[src/sv/nlt_pkg.sv]
// Package with shared types and constants of the node liveness table.
`default_nettype none
package nlt_pkg;

	localparam int TABLE_DEPTH = 16;
	localparam int IDX_W = $clog2(TABLE_DEPTH);
	localparam int CNT_W = $clog2(TABLE_DEPTH + 1);
	localparam int DIV_W = 36;

	localparam logic [15:0] MS_PER_MIN = 16'd60000;
	localparam logic [31:0] MIN_MARGIN_MS = 32'd120000;
	localparam logic [4:0] DIV_TEN = 5'd10;

	typedef enum logic [1:0] {
		MODE_HEARD = 2'd0,
		MODE_INTERVAL = 2'd1,
		MODE_PROFILE = 2'd2,
		MODE_SCAN = 2'd3
	} mode_t;

	typedef enum logic [2:0] {
		EV_OK = 3'd0,
		EV_ADDED = 3'd1,
		EV_BACK = 3'd2,
		EV_FULL = 3'd3,
		EV_IGNORED = 3'd4,
		EV_LOST = 3'd5
	} event_t;

	typedef enum logic [2:0] {
		CFG_DEFAULT_TIMEOUT = 3'd0,
		CFG_MIN_INTERVAL = 3'd1,
		CFG_MAX_INTERVAL = 3'd2,
		CFG_MAX_TIMEOUT = 3'd3,
		CFG_MIN_GAP = 3'd4,
		CFG_STALE_FACTOR = 3'd5
	} cfg_idx_t;

	typedef enum logic [3:0] {
		S_IDLE,
		S_SEARCH,
		S_DECIDE,
		S_DIV,
		S_REC1,
		S_REC2,
		S_REC3,
		S_REC4,
		S_RESULT,
		S_SCAN,
		S_SCAN_END
	} state_t;

	// Status of the divide-by-ten unit.
	typedef struct packed {
		logic busy;
		logic done;
		logic [31:0] quo;
	} div_rsp_t;

endpackage
`default_nettype wire

[src/sv/nlt_div10.sv]
// Divide-by-ten unit built from shifts and adds, one step per cycle.
`default_nettype none
module nlt_div10 (
	input  logic                     clk,
	input  logic                     arst_n,
	input  logic                     start,
	input  logic [nlt_pkg::DIV_W-1:0] num,
	output nlt_pkg::div_rsp_t        rsp
);
	import nlt_pkg::*;

	logic [DIV_W-1:0] num_q;
	logic [DIV_W-1:0] quo_q;
	logic [5:0] step_q;
	logic done_q;
	logic [DIV_W-1:0] rem;

	// Remainder of the estimate; the last step rounds the quotient up by one if needed.
	assign rem = num_q - ((quo_q << 3) + (quo_q << 1));

	// One step marker per cycle; the last step raises done.
	always_ff @(posedge clk or negedge arst_n) begin
		if (!arst_n) begin
			step_q <= '0;
			done_q <= 1'b0;
		end else begin
			step_q <= {step_q[4:0], start};
			done_q <= step_q[5];
		end
	end

	// Estimate of 0.8 times the numerator, refined by shifted sums, divided by eight, then corrected.
	always_ff @(posedge clk) begin
		if (start) begin
			num_q <= num;
			quo_q <= (num >> 1) + (num >> 2);
		end else if (step_q[0]) begin
			quo_q <= quo_q + (quo_q >> 4);
		end else if (step_q[1]) begin
			quo_q <= quo_q + (quo_q >> 8);
		end else if (step_q[2]) begin
			quo_q <= quo_q + (quo_q >> 16);
		end else if (step_q[3]) begin
			quo_q <= quo_q + (quo_q >> 32);
		end else if (step_q[4]) begin
			quo_q <= quo_q >> 3;
		end else if (step_q[5]) begin
			quo_q <= quo_q + DIV_W'(rem >= DIV_W'(DIV_TEN));
		end
	end

	assign rsp.busy = |step_q;
	assign rsp.done = done_q;
	assign rsp.quo = quo_q[31:0];

endmodule
`default_nettype wire
[config.mk]
export PLATFORM = sky130hd
export DESIGN_NAME = nlt_div10
export DESIGN_NICKNAME = d
export VERILOG_FILES = /design/src/sv/nlt_pkg.sv /design/src/sv/nlt_div10.sv
export SDC_FILE = /design/constraint.sdc
export NUM_CORES = 1
export LEC_CHECK = 0
export BUFFER_PORTS_ARGS = -buffer_cell sky130_fd_sc_hd__buf_4
export CAP_MARGIN = 0
export CORE_MARGIN = 5
export CORE_UTILIZATION = 46
export DETAILED_ROUTE_END_ITERATION = 10
export PLACE_DENSITY = 0.71
export SYNTH_ARGS = -nofsm -noshare
export SYNTH_HDL_FRONTEND = slang
export SYNTH_SLANG_ARGS = --single-unit
export TNS_END_PERCENT = 5
[constraint.sdc]
create_clock -name clk -period 8.1 [get_ports clk]
set_input_delay 1.62 -clock clk [delete_from_list [all_inputs] [get_ports clk]]
set_output_delay 1.62 -clock clk [all_outputs]
set_load 0.03 [all_outputs]
==> results of run 1 <==
[cells in the final DEF, fill, tap and decap left out, drive strengths merged, types with 44 or more instances in the layout]
cell and n:
a21oi 200, ha 159, nor2 148, nand2 143
o21ai 131, xnor2 123, buf 119, inv 96
edfxtp 72, nand3 62, a21o 60, nor3 44
[final timing paths]
check                      slack [ps]                 from  cells after the start                   to
setup / recovery                  970  quo_q[15]$_DFFE_PP_                     27  quo_q[18]$_DFFE_PP_
min in group asynchronous        1050               arst_n                      1  step_q[3]$_DFF_PN0_
hold / removal                    380  step_q[5]$_DFF_PN0_                      0     done_q$_DFF_PN0_
setup reg to reg                  970  quo_q[15]$_DFFE_PP_                     27  quo_q[18]$_DFFE_PP_
hold reg to reg                   380  step_q[5]$_DFF_PN0_                      0     done_q$_DFF_PN0_
max in group asynchronous        6930               arst_n                      1  step_q[5]$_DFF_PN0_
[flip-flops by register name, summed over array words and instances (netlist names)]
name	count
num_q	36
quo_q	36
step_q	6
done_q	1
[per-layer routing]
layer	vias up	GRT usage [%]
li1	7041	-
met1	7308	40.7
met2	860	49.7
met3	182	4.67
met4	0	16.1
met5	-	0
[per-stage QoR]
step                      cell area [um2]  std cells  hold WS, ps  worst slack (ps)  utilization (%)
after floorplan                     14600       1889          352              1890                -
after global placement              15400       2291          363              1170             49.0
after detailed placement            15400       2291          365              1080             49.0
after CTS                           15700       2307          381              1030             49.9
after global routing                15700       2307          404               529             49.9
final                               15700       2307          380               974             49.9
[final cells by class]
type,count,area [um2],share of cell area (%)
multi-input combinational,1594,11300,72.0
sequential,79,2340,14.9
timing repair buffer,119,893,5.70
tap,402,503,3.21
inverter,97,364,2.32
clock buffer,9,225,1.44
clock inverter,7,72.6,0.463
[cells by family after synthesis]
logic type | share of synthesized area (%)
AOI/OAI and AO/OA | 29.4
muxes | 0.919
buffers and inverters | 6.56
adders and majority gates | 18.7
and+or+nand+nor | 18.7
xor gates and xnor gates | 9.55
DFF | 16.0
==> results.cfg, run 1 <==
[placement]
dpl.hpwl_um = 43500
place_congestion = 1.01
io_buffers = 72

[worst_setup_path]
worstPathArrival_ps = 7230
path_common_cell = a21oi_1
crit_path_end_kind = flip-flop
cp_slowest_stage_delay_ps = 740
critPathLaunchType = flip-flop
critical_path_class = reg2reg
cp.required_ps = 8210
path_delay_family = simple AND/OR/NAND/NOR gates
cp_num_buf_inv = 2
crit_fanout = 11
slowest_stage = edfxtp_1

[routing]
vias = 15400
drc = 0
drt_iter0_markers = 1819
wirelength_um = 56900
final_antenna_net_count = 0
dr_wl_met2_um = 25500
dr.pass1.iters = 6
wl_met1_um = 22900
topRoutingLayerUsed = met4
wire_per_inst_um = 24.6
drt-vias-per-instance = 6.67
met3_length_um = 5270

[sta]
setup-violations-final = 0
fin_crit_ps = 7130
tightestPinTransition_ps = 1390
tns_ps = 0
clock.fmax_ghz = 0.140
rsz0062_at_grt = false
drv_slew = 0
slew_headroom_pct = 7.13
skew_ps = 14.0
period_share_pct = 88.0
finalHoldViolCount = 0

[clocking]
cts_sinks = 79
cts-buffers-inserted = 9
h-tree-depth = 3
cts.repair.resized = 0
post_cts_buffers = 0
cts_root_buf = clkbuf_16
clk_pin_slew_ps = 80
cts-hold-fix-buffers = 0
cts_tree = yes
ctsLongestPathBuffers = 2
insertion_delay_ps = 370

[hold_path]
hold_class = reg2reg

[global_routing]
grt_max_degree = 63
antenna_found_initial = 1
grt_pass1_vias = 14800
grt_overflow = 0
grt_pass1_wl_um = 85900
grt.total_usage_pct = 31.1

[logic_synthesis]
yosysMostFrequentCell = a21oi_1
ys_top_cells_by_area = edfxtp_1 15%, ha_1 14%, xnor2_1 7.3%
synth_common_cells = 199 x a21oi_1, 159 x ha_1, 148 x nor2_1, 143 x nand2_1, 124 x o21ai_0
yosys.area.top_type = edfxtp_1
yosys_most_used_dff = edfxtp_1
synth_cell_type_count = 86
seq_area_frac_synth_pct = 16.0
syn_inst = 1889
yosys_warnings = 0
syn_nets = 2124
synth_top_area_share_pct = 14.8
syn_avg_cell_area_um2 = 7.71
synth_edf_count = 72
synth_area_um2 = 14600
synth-seq-cells = 79
ys_async_sr_fraction_pct = 8.86

[floorplan]
die_h_um = 188
pin_count = 73
die_w_um = 188
placementRows = 65
die_area_um2 = 35300
core_um2 = 31400
start_util_pct = 46.4

[final_layout]
syn2layout_area_growth_pct = 7.57
nets = 2135
fill_cells = 3117
drive_gt1_share_pct = 8.40
antenna-diode-count = 0

[run_status]
status = finished, final reports clean

[flow_run]
drv_cap = 0
Power of run 1 is not shown: default switching activity piles up to over one toggle a cycle in this logic, so the estimate is an artifact.
==> run 2: changes to the inputs <==
--- a/config.mk
+++ b/config.mk
@@ -10,6 +10,7 @@
 export CORE_MARGIN = 5
 export CORE_UTILIZATION = 46
 export DETAILED_ROUTE_END_ITERATION = 10
+export GPL_TIMING_DRIVEN = 0
 export PLACE_DENSITY = 0.71
 export SYNTH_ARGS = -nofsm -noshare
 export SYNTH_HDL_FRONTEND = slang
==> results.cfg, run 2 (synthesized netlist as in run 1, its figures left out) <==
[sta]
setup-violations-final = 0
period_share_pct = 98.2
skew_ps = 11.4
fin_crit_ps = 7950
drv_slew = 0
slew_headroom_pct = 22.4
tightestPinTransition_ps = 1160
fin_ws_ps = 148
tns_ps = 0
finalHoldViolCount = 0
rsz0062_at_grt = false
clock.fmax_ghz = 0.126

[routing]
final_antenna_net_count = 0
wirelength_um = 58200
drc = 0
dr.pass1.iters = 6
drt_iter0_markers = 1714
vias = 15500
wire_per_inst_um = 24.4
drt-vias-per-instance = 6.49

[global_routing]
grt_max_degree = 39
grt.total_usage_pct = 31.7
met2_usage_pct = 52.3
gr-usage-met3_pct = 5.60
grt_overflow = 0
antenna_found_initial = 0
met1_usage_pct = 39.9
top_usage_layer = met2
grt_pass1_wl_um = 87100
grt_pass1_vias = 15000

[floorplan]
die_h_um = 188
die_w_um = 188
placementRows = 65
pin_count = 73
core_um2 = 31400
start_util_pct = 46.4
die_area_um2 = 35300

[final_layout]
final_cell_count_no_fill = 2390
final_common_cell = a21oi_1
drive_gt1_share_pct = 9.51
ff_latch_area_um2 = 2340
fill_cells = 3102
final_cell_mix = 198 x a21oi_1, 159 x ha_1, 148 x nor2_1
nets = 2218
antenna-diode-count = 0
reg_top3 = num_q x36, quo_q x36, step_q x6
fin_area_um2 = 16100
multi_input_area_um2 = 11300
syn2layout_area_growth_pct = 10.2

[clocking]
h-tree-depth = 3
cts_root_buf = clkbuf_16
cts_tree = yes
clk_pin_slew_ps = 70
insertion_delay_ps = 370
ctsLongestPathBuffers = 2
cts_sinks = 79
cts-buffers-inserted = 9

[placement]
pre_cts_slack_ps = -191
dp_cells = 2363
io_buffers = 72
place_area_um2 = 15600
place_congestion = 1.01
dpl.hpwl_um = 46100

[flow_run]
drv_cap = 0

[run_status]
status = finished, final reports clean

[worst_setup_path]
slowest_stage = edfxtp_1
path_depth = 27
critical_path_class = reg2reg
cp_num_buf_inv = 2
path_delay_family = simple AND/OR/NAND/NOR gates
crit_path_end_kind = flip-flop
cp_slowest_stage_delay_ps = 820
rrSetupSlack_ps = 150
cp.required_ps = 8190
critPathLaunchType = flip-flop
ff2ff_path_depth = 27
path_common_cell = ha_1
worstPathArrival_ps = 8050
crit_fanout = 12

[hold_path]
hold_class = reg2reg
holdPathStages = 0
==> run 2: stage by stage <==
| stage | hold WS [ps] | util [%] |
|---|---|---|
| 2_1_floorplan | 352 | - |
| 3_3_place_gp | 356 | 49.7 |
| 3_5_place_dp | 357 | 49.7 |
| 4_1_cts | 371 | 50.8 |
| 5_1_grt | 391 | 51.1 |
| 6_report | 370 | 51.1 |
==> run 2: cell type report <==
cell class / instances / share of cell area (%)
buffer: 117 / 3.70
clock buffer: 10 / 1.49
clock inverter: 6 / 0.436
inverter: 97 / 2.32
multi-input combinational: 1594 / 70.4
sequential: 79 / 14.6
tap: 402 / 3.13
timing repair buffer: 85 / 3.97
==> run 2: final timing paths <==
path / end / startpoint
setup / recovery: quo_q[18]$_DFFE_PP_ / quo_q[3]$_DFFE_PP_
hold / removal: step_q[4]$_DFF_PN0_ / step_q[3]$_DFF_PN0_
setup reg to reg: quo_q[18]$_DFFE_PP_ / quo_q[3]$_DFFE_PP_
hold reg to reg: step_q[4]$_DFF_PN0_ / step_q[3]$_DFF_PN0_
max in group asynchronous: step_q[2]$_DFF_PN0_ / arst_n
min in group asynchronous: done_q$_DFF_PN0_ / arst_n
==> run 2: what timing repair did <==
item                       CTS  global route
pin swaps                    0             1
hold buffers                 0             0
cloned                       0             0
gates resized for setup      5            18
setup endpoints to repair    4            11
buffers inserted             1            12
==> run 2: metal layers <==
metal | up-vias | wire, um
met5 | - | 0
met4 | 0 | 3280
met3 | 172 | 4510
met2 | 772 | 26400
met1 | 7349 | 24000
li1 | 7217 | -
Power of run 2 is left out for the same reason.
==> run 3: changes to the inputs <==
--- a/config.mk
+++ b/config.mk
@@ -12,6 +12,7 @@
 export DETAILED_ROUTE_END_ITERATION = 10
 export GPL_TIMING_DRIVEN = 0
 export PLACE_DENSITY = 0.71
+export RECOVER_POWER = 50
 export SYNTH_ARGS = -nofsm -noshare
 export SYNTH_HDL_FRONTEND = slang
 export SYNTH_SLANG_ARGS = --single-unit
==> results.cfg, run 3 (synthesized netlist as in run 1, its figures left out) <==
[run_status]
status = finished with violations
violations = max-capacitance violations, max-slew violations

[worst_setup_path]
critPathLaunchType = flip-flop
slowest_stage = or4_1
crit_fanout = 8
crit_path_end_kind = flip-flop
cp.required_ps = 8190
path_common_cell = ha_1
ff2ff_path_depth = 28
worstPathArrival_ps = 8040
critical_path_class = reg2reg
cp_slowest_stage_delay_ps = 540

[clocking]
clk_pin_slew_ps = 70
cts_root_buf = clkbuf_16
cts-buffers-inserted = 9
cts-hold-fix-buffers = 0
insertion_delay_ps = 370
cts_sinks = 79
ctsLongestPathBuffers = 2
cts_tree = yes
h-tree-depth = 3

[flow_run]
drv_cap = 1

[global_routing]
grt_overflow = 0
grt.total_usage_pct = 31.7
grt_pass1_vias = 15000
antenna_found_initial = 0
grt_max_degree = 39
grt_pass1_wl_um = 87100

[sta]
drv_slew = 39
fin_crit_ps = 7950
slew_headroom_pct = -37.9
tightestPinTransition_ps = 2070
period_share_pct = 98.1
finalHoldViolCount = 0
setup-violations-final = 0
rsz0062_at_grt = false
skew_ps = 12.0
clock.fmax_ghz = 0.126
fin_ws_ps = 151

[routing]
wirelength_um = 58200
drt-vias-per-instance = 6.54
wire_per_inst_um = 24.4
final_antenna_net_count = 0
drt_iter0_markers = 1624
vias = 15600
dr.pass1.iters = 6
drc = 0

[final_layout]
final_common_cell = a21oi_1
nets = 2218
multi_input_area_um2 = 11300
drive_gt1_share_pct = 7.39
reg_top3 = num_q x36, quo_q x36, step_q x6
final_cell_count_no_fill = 2390
syn2layout_area_growth_pct = 9.12
antenna-diode-count = 0
ff_latch_area_um2 = 2340
final_cell_mix = 198 x a21oi_1, 159 x ha_1, 148 x nor2_1
fill_cells = 3143

[placement]
dpl.hpwl_um = 46100
io_buffers = 72
dp_cells = 2363
pre_cts_slack_ps = -191
place_congestion = 1.01

[floorplan]
die_area_um2 = 35300
core_um2 = 31400
placementRows = 65
die_w_um = 188
die_h_um = 188
pin_count = 73
start_util_pct = 46.4

[hold_path]
hold_class = reg2reg
holdPathStages = 0
-- run 3: cell types whose count changed in the layout (fill, tap and decap cells not counted), sizes merged --
cell    delta
buf       -47
clkbuf    +47
-- run 3: final timing paths --
kind                                      from                   to  slack [ps]
setup / recovery            quo_q[5]$_DFFE_PP_  quo_q[18]$_DFFE_PP_         150
hold / removal             step_q[3]$_DFF_PN0_  step_q[4]$_DFF_PN0_         370
setup reg to reg            quo_q[5]$_DFFE_PP_  quo_q[18]$_DFFE_PP_         150
hold reg to reg            step_q[3]$_DFF_PN0_  step_q[4]$_DFF_PN0_         370
max in group asynchronous               arst_n  step_q[2]$_DFF_PN0_        6650
min in group asynchronous               arst_n     done_q$_DFF_PN0_        1150
-- run 3: per-stage QoR --
| stage | TNS (ps) | area, um2 | hold WS [ps] | util [%] |
|---|---|---|---|---|
| detailed placement | -237 | 15600 | 357 | 49.7 |
| floorplan | 0 | 14600 | 352 | - |
| global placement | -470 | 15600 | 356 | 49.7 |
| CTS | 0 | 15900 | 371 | 50.8 |
| global route | 0 | 15900 | 391 | 50.6 |
| finish | 0 | 15900 | 370 | 50.6 |
-- run 3: repair_timing --
item / in CTS / in global routing
setup buffers: 1 / 12
pin swaps: 0 / 1
resized for setup: 5 / 18
setup endpoints to repair: 4 / 11
hold endpoints to repair: 0 / 0
cloned: 0 / 0
-- run 3: metal layers --
layer / track usage (%) / up-vias / share of wire, %
met5: 0 / - / 0
met4: 16.1 / 0 / 5.9
met3: 5.60 / 190 / 8.3
met2: 52.3 / 810 / 45
met1: 39.9 / 7416 / 41
li1: - / 7226 / -
-- run 3: worst max-delay path, delay by kind of cell (launching register included) --
family	cells	cell delay, ps
AO/OA/AOI/OAI	10	2320
AND/OR/NAND/NOR	11	2730
adder cells (fa/ha/maj)	4	1410
buffers and inverters	3	680
flip-flops	1	500
-- run 3: area by class of cell --
| class | count | area share (%) |
|---|---|---|
| clock inverters | 6 | 0.441 |
| multi-input cells | 1594 | 71.1 |
| plain buffers | 117 | 3.74 |
| inverters | 97 | 2.35 |
| repair buffers | 85 | 3.02 |
| clock buffers | 10 | 1.50 |
| flip-flops and latches | 79 | 14.7 |
| well taps | 402 | 3.16 |
Power of run 3 is left out for the same reason.
